<file path="config.mk">
export PLATFORM = sky130hd
export DESIGN_NAME = intel_hex_record_parser_flat
export DESIGN_NICKNAME = d
export VERILOG_FILES = /design/src/rtl/ihex_pkg.sv /design/src/rtl/ihex_req_if.sv /design/src/rtl/ihex_rsp_if.sv /design/src/rtl/ihex_ram.sv /design/src/rtl/ihex_ctrl.sv /design/src/rtl/ihex_dp.sv /design/src/rtl/intel_hex_record_parser.sv /design/src/flat_wrapper.sv
export SDC_FILE = /design/constraint.sdc
export NUM_CORES = 1
export LEC_CHECK = 0
export BUFFER_PORTS_ARGS = -buffer_cell sky130_fd_sc_hd__clkbuf_2
export CORE_UTILIZATION = 55
export DETAILED_ROUTE_END_ITERATION = 16
export PLACE_DENSITY = 0.85
export SYNTH_ARGS = -nofsm -noshare
export SYNTH_HDL_FRONTEND = slang
export SYNTH_HIERARCHICAL = 1
export SYNTH_SLANG_ARGS = --single-unit
</file>
<file path="constraint.sdc">
create_clock -name clock -period 5.75 [get_ports clock]
set_input_delay 0.8625 -clock clock [delete_from_list [all_inputs] [get_ports clock]]
set_output_delay 0.8625 -clock clock [all_outputs]
set_load 0.005 [all_outputs]
</file>
<file path="src/rtl/ihex_pkg.sv">
package ihex_pkg;

   localparam int MAX_RECORD_BYTES_DEF = 32;

   localparam logic [7:0] CHAR_COLON = 8'h3A;
   localparam logic [7:0] CHAR_SPACE = 8'h20;
   localparam logic [7:0] CHAR_TAB   = 8'h09;
   localparam logic [7:0] CHAR_LF    = 8'h0A;
   localparam logic [7:0] CHAR_VT    = 8'h0B;
   localparam logic [7:0] CHAR_FF    = 8'h0C;
   localparam logic [7:0] CHAR_CR    = 8'h0D;
   localparam logic [7:0] CHAR_D0    = 8'h30;
   localparam logic [7:0] CHAR_D9    = 8'h39;
   localparam logic [7:0] CHAR_UA    = 8'h41;
   localparam logic [7:0] CHAR_UF    = 8'h46;
   localparam logic [7:0] CHAR_LA    = 8'h61;
   localparam logic [7:0] CHAR_LF_HEX = 8'h66;

   localparam logic [7:0] REC_DATA = 8'h00;
   localparam logic [7:0] REC_EOF  = 8'h01;
   localparam logic [7:0] REC_ESA  = 8'h02;
   localparam logic [7:0] REC_ELA  = 8'h04;

   typedef enum logic [2:0] {
      KIND_DATA     = 3'd0,
      KIND_DONE     = 3'd1,
      KIND_EOF      = 3'd2,
      KIND_BASE     = 3'd3,
      KIND_IGNORED  = 3'd4,
      KIND_FORMAT   = 3'd5,
      KIND_CHECKSUM = 3'd6,
      KIND_TOO_LONG = 3'd7
   } kind_type;

   typedef enum logic [1:0] {
      RUN_ACTIVE,
      RUN_FINISHED,
      RUN_ABORTED
   } run_type;

   typedef enum logic [1:0] {
      ST_IDLE,
      ST_EMIT,
      ST_READ,
      ST_DATA
   } ctrl_state_type;

   typedef struct packed {
      logic take;
      logic rd_issue;
      logic data_load;
      logic emit_load;
   } ctrl_cmd_type;

   typedef struct packed {
      logic ev_single;
      logic ev_drain;
      logic idx_last;
      logic out_free;
   } dp_status_type;

   function automatic logic [3:0] nibble_of(input logic [7:0] c);
      logic [7:0] diff;
      diff = 8'h00;
      if (c >= CHAR_D0 && c <= CHAR_D9) begin
         diff = c - CHAR_D0;
      end else if (c >= CHAR_UA && c <= CHAR_UF) begin
         diff = c - CHAR_UA + 8'd10;
      end else if (c >= CHAR_LA && c <= CHAR_LF_HEX) begin
         diff = c - CHAR_LA + 8'd10;
      end
      return diff[3:0];
   endfunction

   function automatic logic is_eol(input logic [7:0] c);
      return (c == CHAR_CR) || (c == CHAR_LF);
   endfunction

   function automatic logic is_blank(input logic [7:0] c);
      return (c == CHAR_SPACE) || (c == CHAR_TAB) || (c == CHAR_LF) ||
             (c == CHAR_VT) || (c == CHAR_FF) || (c == CHAR_CR);
   endfunction

endpackage

</file>
<file path="src/rtl/ihex_req_if.sv">
interface ihex_req_if;
   logic       valid;
   logic       ready;
   logic [7:0] ch;

   modport source (output valid, output ch, input ready);
   modport sink (input valid, input ch, output ready);
endinterface

</file>
<file path="src/rtl/ihex_rsp_if.sv">
interface ihex_rsp_if;
   logic        valid;
   logic        ready;
   logic [2:0]  kind;
   logic [31:0] address;
   logic [7:0]  data;
   logic        last;

   modport source (output valid, output kind, output address, output data, output last,
                   input ready);
   modport sink (input valid, input kind, input address, input data, input last,
                 output ready);
endinterface

</file>
<file path="src/rtl/ihex_ram.sv">
module ihex_ram #(
   parameter int WIDTH = 8,
   parameter int DEPTH = 32,
   localparam int AW = (DEPTH > 1) ? $clog2(DEPTH) : 1
) (
   input  logic             clock,
   input  logic             wr_en,
   input  logic [AW-1:0]    wr_addr,
   input  logic [WIDTH-1:0] wr_data,
   input  logic             rd_en,
   input  logic [AW-1:0]    rd_addr,
   output logic [WIDTH-1:0] rd_data
);

   logic [WIDTH-1:0] mem_ff [DEPTH];
   logic [WIDTH-1:0] rd_data_ff;

   always_ff @(posedge clock) begin
      if (wr_en) begin
         mem_ff[wr_addr] <= wr_data;
      end
      if (rd_en) begin
         rd_data_ff <= mem_ff[rd_addr];
      end
   end

   assign rd_data = rd_data_ff;

endmodule

</file>
<file path="src/rtl/ihex_ctrl.sv">
module ihex_ctrl (
   input  logic                    clock,
   input  logic                    reset,
   input  ihex_pkg::dp_status_type status,
   output ihex_pkg::ctrl_cmd_type  cmd,
   output ihex_pkg::ctrl_state_type state
);

   ihex_pkg::ctrl_state_type state_ff;
   ihex_pkg::ctrl_state_type state_in;

   always_ff @(posedge clock) begin
      if (reset) begin
         state_ff <= ihex_pkg::ST_IDLE;
      end else begin
         state_ff <= state_in;
      end
   end

   always_comb begin
      state_in = state_ff;
      cmd      = '0;
      unique case (state_ff)
         ihex_pkg::ST_IDLE: begin
            cmd.take = 1'b1;
            if (status.ev_drain) begin
               state_in = ihex_pkg::ST_READ;
            end else if (status.ev_single) begin
               state_in = ihex_pkg::ST_EMIT;
            end
         end
         ihex_pkg::ST_EMIT: begin
            if (status.out_free) begin
               cmd.emit_load = 1'b1;
               state_in      = ihex_pkg::ST_IDLE;
            end
         end
         ihex_pkg::ST_READ: begin
            cmd.rd_issue = 1'b1;
            state_in     = ihex_pkg::ST_DATA;
         end
         ihex_pkg::ST_DATA: begin
            if (status.out_free) begin
               cmd.data_load = 1'b1;
               state_in = status.idx_last ? ihex_pkg::ST_EMIT : ihex_pkg::ST_READ;
            end
         end
         default: begin
            state_in = ihex_pkg::ST_IDLE;
         end
      endcase
   end

   assign state = state_ff;

endmodule

</file>
<file path="src/rtl/ihex_dp.sv">
module ihex_dp #(
   parameter int MAX_RECORD_BYTES = ihex_pkg::MAX_RECORD_BYTES_DEF
) (
   input  logic                    clock,
   input  logic                    reset,
   input  ihex_pkg::ctrl_cmd_type  cmd,
   output ihex_pkg::dp_status_type status,
   input  logic                    in_valid,
   input  logic [7:0]              in_ch,
   input  logic                    out_ready,
   output logic                    out_valid,
   output logic [2:0]              out_kind,
   output logic [31:0]             out_address,
   output logic [7:0]              out_data,
   output logic                    out_last
);

   localparam int PW = $clog2(2 * MAX_RECORD_BYTES + 12);
   localparam int BW = PW - 1;
   localparam int CW = (BW > 8) ? BW : 8;
   localparam int AW = (MAX_RECORD_BYTES > 1) ? $clog2(MAX_RECORD_BYTES) : 1;

   logic [PW-1:0]      pos_ff, pos_in;
   logic               skip_ff, skip_in;
   logic [3:0]         hi_ff, hi_in;
   logic [7:0]         len_ff, len_in;
   logic [15:0]        off_ff, off_in;
   logic [7:0]         rkind_ff, rkind_in;
   logic [7:0]         sum_ff, sum_in;
   logic [7:0]         d0_ff, d0_in;
   logic [7:0]         d1_ff, d1_in;
   logic [31:0]        base_ff, base_in;
   ihex_pkg::run_type  run_ff, run_in;
   ihex_pkg::kind_type stg_kind_ff, stg_kind_in;
   logic [31:0]        stg_addr_ff, stg_addr_in;
   logic [7:0]         stg_data_ff, stg_data_in;
   logic [31:0]        drain_addr_ff, drain_addr_in;
   logic [AW-1:0]      idx_ff, idx_in;
   logic               out_valid_ff, out_valid_in;
   ihex_pkg::kind_type out_kind_ff, out_kind_in;
   logic [31:0]        out_addr_ff, out_addr_in;
   logic [7:0]         out_data_ff, out_data_in;
   logic               out_last_ff, out_last_in;

   logic               accept;
   logic [3:0]         nib;
   logic [7:0]         byte_v;
   logic [7:0]         sum_nx;
   logic [BW-1:0]      bidx;
   logic [BW-1:0]      didx;
   logic [31:0]        new_base;
   logic               ev_single;
   logic               ev_drain;
   logic               wr_en;
   logic [7:0]         rd_data;

   assign accept   = cmd.take && in_valid;
   assign nib      = ihex_pkg::nibble_of(in_ch);
   assign byte_v   = {hi_ff, nib};
   assign sum_nx   = sum_ff + byte_v;
   assign bidx     = pos_ff[PW-1:1] - BW'(1);
   assign didx     = bidx - BW'(4);
   assign new_base = (rkind_ff == ihex_pkg::REC_ELA) ? {d0_ff, d1_ff, 16'h0000}
                                                     : {12'h000, d0_ff, d1_ff, 4'h0};

   always_comb begin
      pos_in        = pos_ff;
      skip_in       = skip_ff;
      hi_in         = hi_ff;
      len_in        = len_ff;
      off_in        = off_ff;
      rkind_in      = rkind_ff;
      sum_in        = sum_ff;
      d0_in         = d0_ff;
      d1_in         = d1_ff;
      base_in       = base_ff;
      run_in        = run_ff;
      stg_kind_in   = stg_kind_ff;
      stg_addr_in   = stg_addr_ff;
      stg_data_in   = stg_data_ff;
      drain_addr_in = drain_addr_ff;
      idx_in        = idx_ff;
      ev_single     = 1'b0;
      ev_drain      = 1'b0;
      wr_en         = 1'b0;

      if (accept && run_ff == ihex_pkg::RUN_ACTIVE) begin
         if (skip_ff) begin
            if (ihex_pkg::is_eol(in_ch)) begin
               skip_in = 1'b0;
               pos_in  = '0;
            end
         end else if (pos_ff == '0) begin
            if (in_ch == ihex_pkg::CHAR_COLON) begin
               pos_in   = PW'(1);
               sum_in   = '0;
               len_in   = '0;
               off_in   = '0;
               rkind_in = '0;
            end else if (!ihex_pkg::is_blank(in_ch)) begin
               run_in      = ihex_pkg::RUN_ABORTED;
               ev_single   = 1'b1;
               stg_kind_in = ihex_pkg::KIND_FORMAT;
               stg_addr_in = '0;
               stg_data_in = '0;
            end
         end else if (ihex_pkg::is_eol(in_ch)) begin
            run_in      = ihex_pkg::RUN_ABORTED;
            ev_single   = 1'b1;
            stg_kind_in = ihex_pkg::KIND_FORMAT;
            stg_addr_in = '0;
            stg_data_in = '0;
         end else begin
            pos_in = pos_ff + PW'(1);
            if (pos_ff[0]) begin
               hi_in = nib;
            end else begin
               sum_in = sum_nx;
               if (bidx == BW'(0)) begin
                  len_in = byte_v;
                  if (byte_v > 8'(MAX_RECORD_BYTES)) begin
                     run_in      = ihex_pkg::RUN_ABORTED;
                     ev_single   = 1'b1;
                     stg_kind_in = ihex_pkg::KIND_TOO_LONG;
                     stg_addr_in = '0;
                     stg_data_in = '0;
                  end
               end else if (bidx == BW'(1)) begin
                  off_in[15:8] = byte_v;
               end else if (bidx == BW'(2)) begin
                  off_in[7:0] = byte_v;
               end else if (bidx == BW'(3)) begin
                  rkind_in = byte_v;
               end else if (CW'(didx) < CW'(len_ff)) begin
                  wr_en = 1'b1;
                  if (didx == BW'(0)) begin
                     d0_in = byte_v;
                  end
                  if (didx == BW'(1)) begin
                     d1_in = byte_v;
                  end
               end else if (sum_nx != 8'h00) begin
                  run_in      = ihex_pkg::RUN_ABORTED;
                  ev_single   = 1'b1;
                  stg_kind_in = ihex_pkg::KIND_CHECKSUM;
                  stg_addr_in = '0;
                  stg_data_in = '0;
               end else begin
                  skip_in     = 1'b1;
                  stg_addr_in = '0;
                  stg_data_in = '0;
                  case (rkind_ff) inside
                     ihex_pkg::REC_DATA: begin
                        stg_kind_in   = ihex_pkg::KIND_DONE;
                        ev_drain      = (len_ff != 8'h00);
                        ev_single     = (len_ff == 8'h00);
                        drain_addr_in = base_ff + 32'(off_ff);
                        idx_in        = '0;
                     end
                     ihex_pkg::REC_EOF: begin
                        run_in      = ihex_pkg::RUN_FINISHED;
                        ev_single   = 1'b1;
                        stg_kind_in = ihex_pkg::KIND_EOF;
                     end
                     ihex_pkg::REC_ELA, ihex_pkg::REC_ESA: begin
                        ev_single = 1'b1;
                        if (len_ff == 8'd2) begin
                           base_in     = new_base;
                           stg_kind_in = ihex_pkg::KIND_BASE;
                           stg_addr_in = new_base;
                        end else begin
                           stg_kind_in = ihex_pkg::KIND_IGNORED;
                           stg_data_in = rkind_ff;
                        end
                     end
                     default: begin
                        ev_single   = 1'b1;
                        stg_kind_in = ihex_pkg::KIND_IGNORED;
                        stg_data_in = rkind_ff;
                     end
                  endcase
               end
            end
         end
      end

      if (cmd.data_load) begin
         idx_in        = idx_ff + AW'(1);
         drain_addr_in = drain_addr_ff + 32'd1;
      end
   end

   always_comb begin
      out_valid_in = out_valid_ff;
      out_kind_in  = out_kind_ff;
      out_addr_in  = out_addr_ff;
      out_data_in  = out_data_ff;
      out_last_in  = out_last_ff;
      if (cmd.data_load) begin
         out_valid_in = 1'b1;
         out_kind_in  = ihex_pkg::KIND_DATA;
         out_addr_in  = drain_addr_ff;
         out_data_in  = rd_data;
         out_last_in  = 1'b0;
      end else if (cmd.emit_load) begin
         out_valid_in = 1'b1;
         out_kind_in  = stg_kind_ff;
         out_addr_in  = stg_addr_ff;
         out_data_in  = stg_data_ff;
         out_last_in  = 1'b1;
      end else if (out_ready) begin
         out_valid_in = 1'b0;
      end
   end

   always_ff @(posedge clock) begin
      if (reset) begin
         pos_ff       <= '0;
         skip_ff      <= 1'b0;
         hi_ff        <= '0;
         len_ff       <= '0;
         off_ff       <= '0;
         rkind_ff     <= '0;
         sum_ff       <= '0;
         base_ff      <= '0;
         run_ff       <= ihex_pkg::RUN_ACTIVE;
         out_valid_ff <= 1'b0;
      end else begin
         pos_ff       <= pos_in;
         skip_ff      <= skip_in;
         hi_ff        <= hi_in;
         len_ff       <= len_in;
         off_ff       <= off_in;
         rkind_ff     <= rkind_in;
         sum_ff       <= sum_in;
         base_ff      <= base_in;
         run_ff       <= run_in;
         out_valid_ff <= out_valid_in;
      end
   end

   always_ff @(posedge clock) begin
      d0_ff         <= d0_in;
      d1_ff         <= d1_in;
      stg_kind_ff   <= stg_kind_in;
      stg_addr_ff   <= stg_addr_in;
      stg_data_ff   <= stg_data_in;
      drain_addr_ff <= drain_addr_in;
      idx_ff        <= idx_in;
      out_kind_ff   <= out_kind_in;
      out_addr_ff   <= out_addr_in;
      out_data_ff   <= out_data_in;
      out_last_ff   <= out_last_in;
   end

   ihex_ram #(
      .WIDTH (8),
      .DEPTH (MAX_RECORD_BYTES)
   ) u_buffer (
      .clock   (clock),
      .wr_en   (wr_en),
      .wr_addr (AW'(didx)),
      .wr_data (byte_v),
      .rd_en   (cmd.rd_issue),
      .rd_addr (idx_ff),
      .rd_data (rd_data)
   );

   assign status.ev_single = ev_single;
   assign status.ev_drain  = ev_drain;
   assign status.idx_last  = (CW'(idx_ff) + CW'(1)) == CW'(len_ff);
   assign status.out_free  = !out_valid_ff || out_ready;

   assign out_valid   = out_valid_ff;
   assign out_kind    = out_kind_ff;
   assign out_address = out_addr_ff;
   assign out_data    = out_data_ff;
   assign out_last    = out_last_ff;

endmodule

</file>
<file path="src/rtl/intel_hex_record_parser.sv">
// Intel HEX record parser. The req channel takes one ASCII character per beat;
// the rsp channel returns the results a character causes, the final one with
// last set. Whitespace between records and the tail of a line after a good
// record give no result.
// A character is taken when the block is idle. A character that
// causes one result (base set, end of file, ignored record, error) puts it
// in a staging register, then in the output register when that is free, and
// the block is ready again once the result is in the output register. A data
// record drains from the record buffer byte by byte (buffer read, then
// output register load when it is free), followed by the record-done result;
// no character is taken until that result is in the output register.
// The output register holds a result while rsp is stalled, and the block
// accepts the next character as long as the result of the previous one is
// already in that register.
// After an end-of-file record or any error the block still accepts characters
// but gives no further results until reset. Synchronous reset returns the
// block to waiting for a colon with a zero base address; the record buffer
// needs no clearing.
module intel_hex_record_parser #(
   parameter int MAX_RECORD_BYTES = ihex_pkg::MAX_RECORD_BYTES_DEF
) (
   input  logic        clock,
   input  logic        reset,
   ihex_req_if.sink    req_if,
   ihex_rsp_if.source  rsp_if
);

   ihex_pkg::ctrl_cmd_type   cmd;
   ihex_pkg::dp_status_type  status;
   ihex_pkg::ctrl_state_type state;

   ihex_ctrl u_ctrl (
      .clock  (clock),
      .reset  (reset),
      .status (status),
      .cmd    (cmd),
      .state  (state)
   );

   ihex_dp #(
      .MAX_RECORD_BYTES (MAX_RECORD_BYTES)
   ) u_dp (
      .clock       (clock),
      .reset       (reset),
      .cmd         (cmd),
      .status      (status),
      .in_valid    (req_if.valid),
      .in_ch       (req_if.ch),
      .out_ready   (rsp_if.ready),
      .out_valid   (rsp_if.valid),
      .out_kind    (rsp_if.kind),
      .out_address (rsp_if.address),
      .out_data    (rsp_if.data),
      .out_last    (rsp_if.last)
   );

   assign req_if.ready = cmd.take;

   // Only one of taking a character, reading the buffer or loading a result happens per cycle.
   assert property (@(posedge clock) disable iff (reset)
      $onehot0({cmd.take, cmd.rd_issue, cmd.data_load, cmd.emit_load}))
      else $error("controller issued overlapping commands");

   // A result never overwrites one that the receiver has not taken.
   assert property (@(posedge clock) disable iff (reset)
      (cmd.data_load || cmd.emit_load) |-> status.out_free)
      else $error("output register overwritten while stalled");

   // A data byte is never flagged as the final result; the record-done result follows it.
   assert property (@(posedge clock) disable iff (reset)
      (rsp_if.valid && rsp_if.kind == ihex_pkg::KIND_DATA) |-> !rsp_if.last)
      else $error("data byte flagged as the final result");

   // The buffer read data is consumed only in the cycle after a read or while stalled on it.
   assert property (@(posedge clock) disable iff (reset)
      cmd.data_load |-> ($past(cmd.rd_issue) || $past(state == ihex_pkg::ST_DATA)))
      else $error("data loaded without a buffer read");

endmodule
</file>
<file path="src/flat_wrapper.sv">
// flat-port wrapper written by rule: the top's interface ports become plain ports
module intel_hex_record_parser_flat 
#(
   parameter int MAX_RECORD_BYTES = ihex_pkg::MAX_RECORD_BYTES_DEF
)
  (clock, reset, req_if_valid, req_if_ch, req_if_ready, rsp_if_valid, rsp_if_kind, rsp_if_address, rsp_if_data, rsp_if_last, rsp_if_ready);
  ihex_req_if req_if_i ();
  ihex_rsp_if rsp_if_i ();
  input  logic clock;
  input  logic reset;
  input wire logic [$bits(req_if_i.valid)-1:0] req_if_valid;
  input wire logic [$bits(req_if_i.ch)-1:0] req_if_ch;
  output wire logic [$bits(req_if_i.ready)-1:0] req_if_ready;
  output wire logic [$bits(rsp_if_i.valid)-1:0] rsp_if_valid;
  output wire logic [$bits(rsp_if_i.kind)-1:0] rsp_if_kind;
  output wire logic [$bits(rsp_if_i.address)-1:0] rsp_if_address;
  output wire logic [$bits(rsp_if_i.data)-1:0] rsp_if_data;
  output wire logic [$bits(rsp_if_i.last)-1:0] rsp_if_last;
  input wire logic [$bits(rsp_if_i.ready)-1:0] rsp_if_ready;
  assign req_if_i.valid = req_if_valid;
  assign req_if_i.ch = req_if_ch;
  assign req_if_ready = req_if_i.ready;
  assign rsp_if_valid = rsp_if_i.valid;
  assign rsp_if_kind = rsp_if_i.kind;
  assign rsp_if_address = rsp_if_i.address;
  assign rsp_if_data = rsp_if_i.data;
  assign rsp_if_last = rsp_if_i.last;
  assign rsp_if_i.ready = rsp_if_ready;
  intel_hex_record_parser #(.MAX_RECORD_BYTES(MAX_RECORD_BYTES)) u_core (.clock(clock), .reset(reset), .req_if(req_if_i), .rsp_if(rsp_if_i));
endmodule
</file>
==> metrics.csv <==
stage;metric;value;unit
outcome;status;finished clean;
synth;synth_edf_count;396;
synth;async_flop_share;0;%
timing;max_clock_freq;178.1;MHz
worst_setup_path;reg2reg_depth;13;
grt;grt_pass1_vias;13290;
power_and_ir_drop;powerDensity;299.6;mW/mm^2
synth;synth_top_area_share;54.95;%
placement;hpwl;31030;um
worst_setup_path;end_kind;flip-flop;
route;drcViolationCount;0;
route;highest_layer;met4;
timing;final-setup-viol-count;0;
route;wl_met2;25120;um
cells_and_area;antenna_cells;0;
cells_and_area;final_common_cell;edfxtp_1;
synth;synth.avg_cell_area;14.44;sq um
die;chipHeight;200.4;um
power_and_ir_drop;p_leak;7.951;nW
route;routedWlPerCell;23.78;um
worst_setup_path;worstPathArrival;5.84;ns
timing;relSlewSlack;21.16;%
clocking;h-tree-depth;2;
worst_setup_path;critical_path.startpoint;u_core/u_dp/pos_ff[1];
clocking;cts_hold_buf;0;
clocking;cts_setup_buffers;0;
synth;synth.distinct_cells;79;
timing;timing.final.crit_share;97.64;%
clocking;cts_max_path_buffers;3;
route;routed_wl;50390;um
timing;clock_skew;0.04070;ns
route;antenna_left;0;
synth;synth_fp_nets;1553;
clocking;cts_tree;built;
route;wl_met1;18940;um
worst_setup_path;r2r_start;u_core/u_dp/pos_ff[1];
die;die_x;200.4;um
clocking;cts_inserted_buffers;48;
route;drtIter0Drc;1780;
worst_setup_path;start_kind;flip-flop;
placement;dpl_cell_area;0.02243;sq mm
timing;hold_viol_final;0;
cells_and_area;final_cell_mix;edfxtp_1 (396), nor2_1 (123), dfxtp_1 (89);
route;dr_wl_met3;4175;um
cells_and_area;n_fill_cell;2698;
cells_and_area;finalNonFillerCells;2119;
synth;syn_area;0.02164;sq mm
synth;synthFlopType;edfxtp_1;
clocking;clkSinkCount;485;
cells_and_area;num-nets-final;1615;
worst_setup_path;crit_fanout;11;
synth;postSynthCellCount;1499;
die;io_pins;58;
cells_and_area;drive_gt1_share;20.05;%
min_path;hp-class;flip-flop to flip-flop;
synth;yosysTopAreaCell;edfxtp_1;
timing;drv_slew;0;
grt;antenna_found_initial;1;
placement;place_inst;2029;
worst_setup_path;crit_path_end;u_core/u_dp/u_buffer/mem_ff[30][0];
flow_run;cap_violations;0;
synth;synth.area.top_cells;edfxtp_1 (55%), mux4_2 (8.3%), dfxtp_1 (8.2%);
synth;ys_seq_area_share;63.18;%
clocking;cts_root_buffer;clkbuf_16;
worst_setup_path;required;5.98;ns
placement;place_congestion;0.8594;
worst_setup_path;worstReg2RegEnd;u_core/u_dp/u_buffer/mem_ff[30][0];
route;vias_per_cell;6.362;
grt;grt_pass1_wl;77480;um
placement;portBuffers;57;
synth;synth-seq-cells;485;
cells_and_area;final_cell_area;0.02403;sq mm
worst_setup_path;path_class;flip-flop to flip-flop;
cells_and_area;area_delta_synth_final;11.04;%
die;die_area;0.04015;sq mm
die;start_util;55.87;%
grt;grt_usage;25.24;%
synth;yosys_warnings;6;
grt;grt_start_max_net_pins;76;
worst_setup_path;r2r_slack;0.14;ns
clocking;insertion_delay;0.62;ns
power_and_ir_drop;peakVddDrop;260.1;uV
die;core_area;0.03874;sq mm
cells_and_area;multi_input_area;0.007548;sq mm
die;num_rows;72;
route;num_vias;13480;
clocking;clkSlewWorstSetupHoldPaths;0.06;ns
timing;tightest_slew;1.183;ns
route;first_pass_iters;6;
timing;min_period;5.615;ns
timing;rsz0062_at_grt;true;
grt;grt_overflow;0;
cells_and_area;final-seq-area;0.01367;sq mm
## power by group
part / total [mW] / internal, mW / switching (mW) / leakage (nW)
logic: 0.227 / 0.0792 / 0.148 / 2.87
registers: 3.90 / 3.87 / 0.0271 / 4.33
clock network: 3.08 / 1.75 / 1.33 / 0.757
## synth_stat cells (12+ instances only)
cell      count
a211oi_1     15
a21oi_1      57
and2_1       51
and3_1       13
clkbuf_1     41
dfxtp_1      89
edfxtp_1    396
ha_1         40
inv_1        34
mux2_2       49
mux2i_1      42
mux4_2       80
nand2_1      50
nand3_1      41
nand4_1      25
nand4b_1     15
nor2_1      140
nor2b_1      12
nor3_1       20
o21ai_0      39
o21ai_1      20
xnor2_1      35
xor2_1       40
## kinds of logic (layout without fill, tap and decap cells)
group,after synthesis,in the layout,synth area share (%)
AO/OA/AOI/OAI,197,197,5.764
buffers and inverters,104,206,2.249
adder cells (fa/ha/maj),42,42,2.498
AND/OR/NAND/NOR,425,425,10.46
multiplexers,171,171,12.82
XOR/XNOR,75,75,3.035
flip-flops,485,485,63.18
## worst max-delay path: stages (launching register included)
cell and delay [ns]:
dfxtp_1 0.51, inv_1 0.24, ha_1 0.27, xor2_1 0.22
inv_1 0.26, ha_1 0.31, xnor2_2 0.52, ha_1 0.38
a21o_1 0.19, a21oi_1 0.16, a21boi_0 0.23, nor3_1 0.57
nand3b_1 0.70, nor2_2 0.69
## routing by layer
metal,vias to the layer above,global-route usage (%)
met2,766,42.40
met5,-,0
met3,164,4.621
li1,5871,-
met1,6680,32.69
met4,0,9.842
## repair_timing
item,4_1_cts,5_1_grt
resized for setup,2,16
gates cloned,0,0
endpoints found under the setup margin,49,256
## state kept, by name (all words and copies together), names as in the netlist, 16 cells and up
name	flops
u_core/u_dp/u_buffer/mem_ff	256
u_core/u_dp/drain_addr_ff	32
u_core/u_dp/out_address	32
u_core/u_dp/base_ff	28
u_core/u_dp/stg_addr_ff	28
u_core/u_dp/off_ff	16
## per-stage QoR
step	setup WS, ns	hold WS [ns]	utilization (%)	power, mW	TNS, ns
global placement	0.3724	0.4503	57.90	4.188	0
detailed placement	0.02795	0.4535	57.90	4.196	0
global route	-0.05303	0.4995	62.04	7.398	-2.417
floorplan	0.2365	0.4261	-	4.093	0
finish	0.1354	0.4788	62.04	7.201	0
CTS	-0.03410	0.4687	61.92	7.245	-0.7174
## worst min-delay path by stage
stage,from,to,slack [ns],cells past startpoint
after detailed placement,u_core/u_dp/run_ff[0],u_core/u_dp/run_ff[0],0.45,1
after floorplan,u_core/u_dp/run_ff[1],u_core/u_dp/run_ff[1],0.43,2
after global routing,u_core/u_dp/run_ff[0],u_core/u_dp/run_ff[0],0.50,1
final,u_core/u_dp/run_ff[0],u_core/u_dp/run_ff[0],0.48,1
after global placement,u_core/u_dp/out_last,u_core/u_dp/out_last,0.45,2
after CTS,u_core/u_dp/run_ff[0],u_core/u_dp/run_ff[0],0.47,1
## area by class of cell
type | count | area share, %
inverter | 35 | 0.5467
multi-input combinational | 910 | 31.41
clock inverter | 22 | 0.9840
timing repair buffer | 81 | 1.989
tap | 518 | 2.697
sequential | 485 | 56.90
clock buffer | 68 | 5.477
No activity file was read; power rests on OpenSTA's default activity.
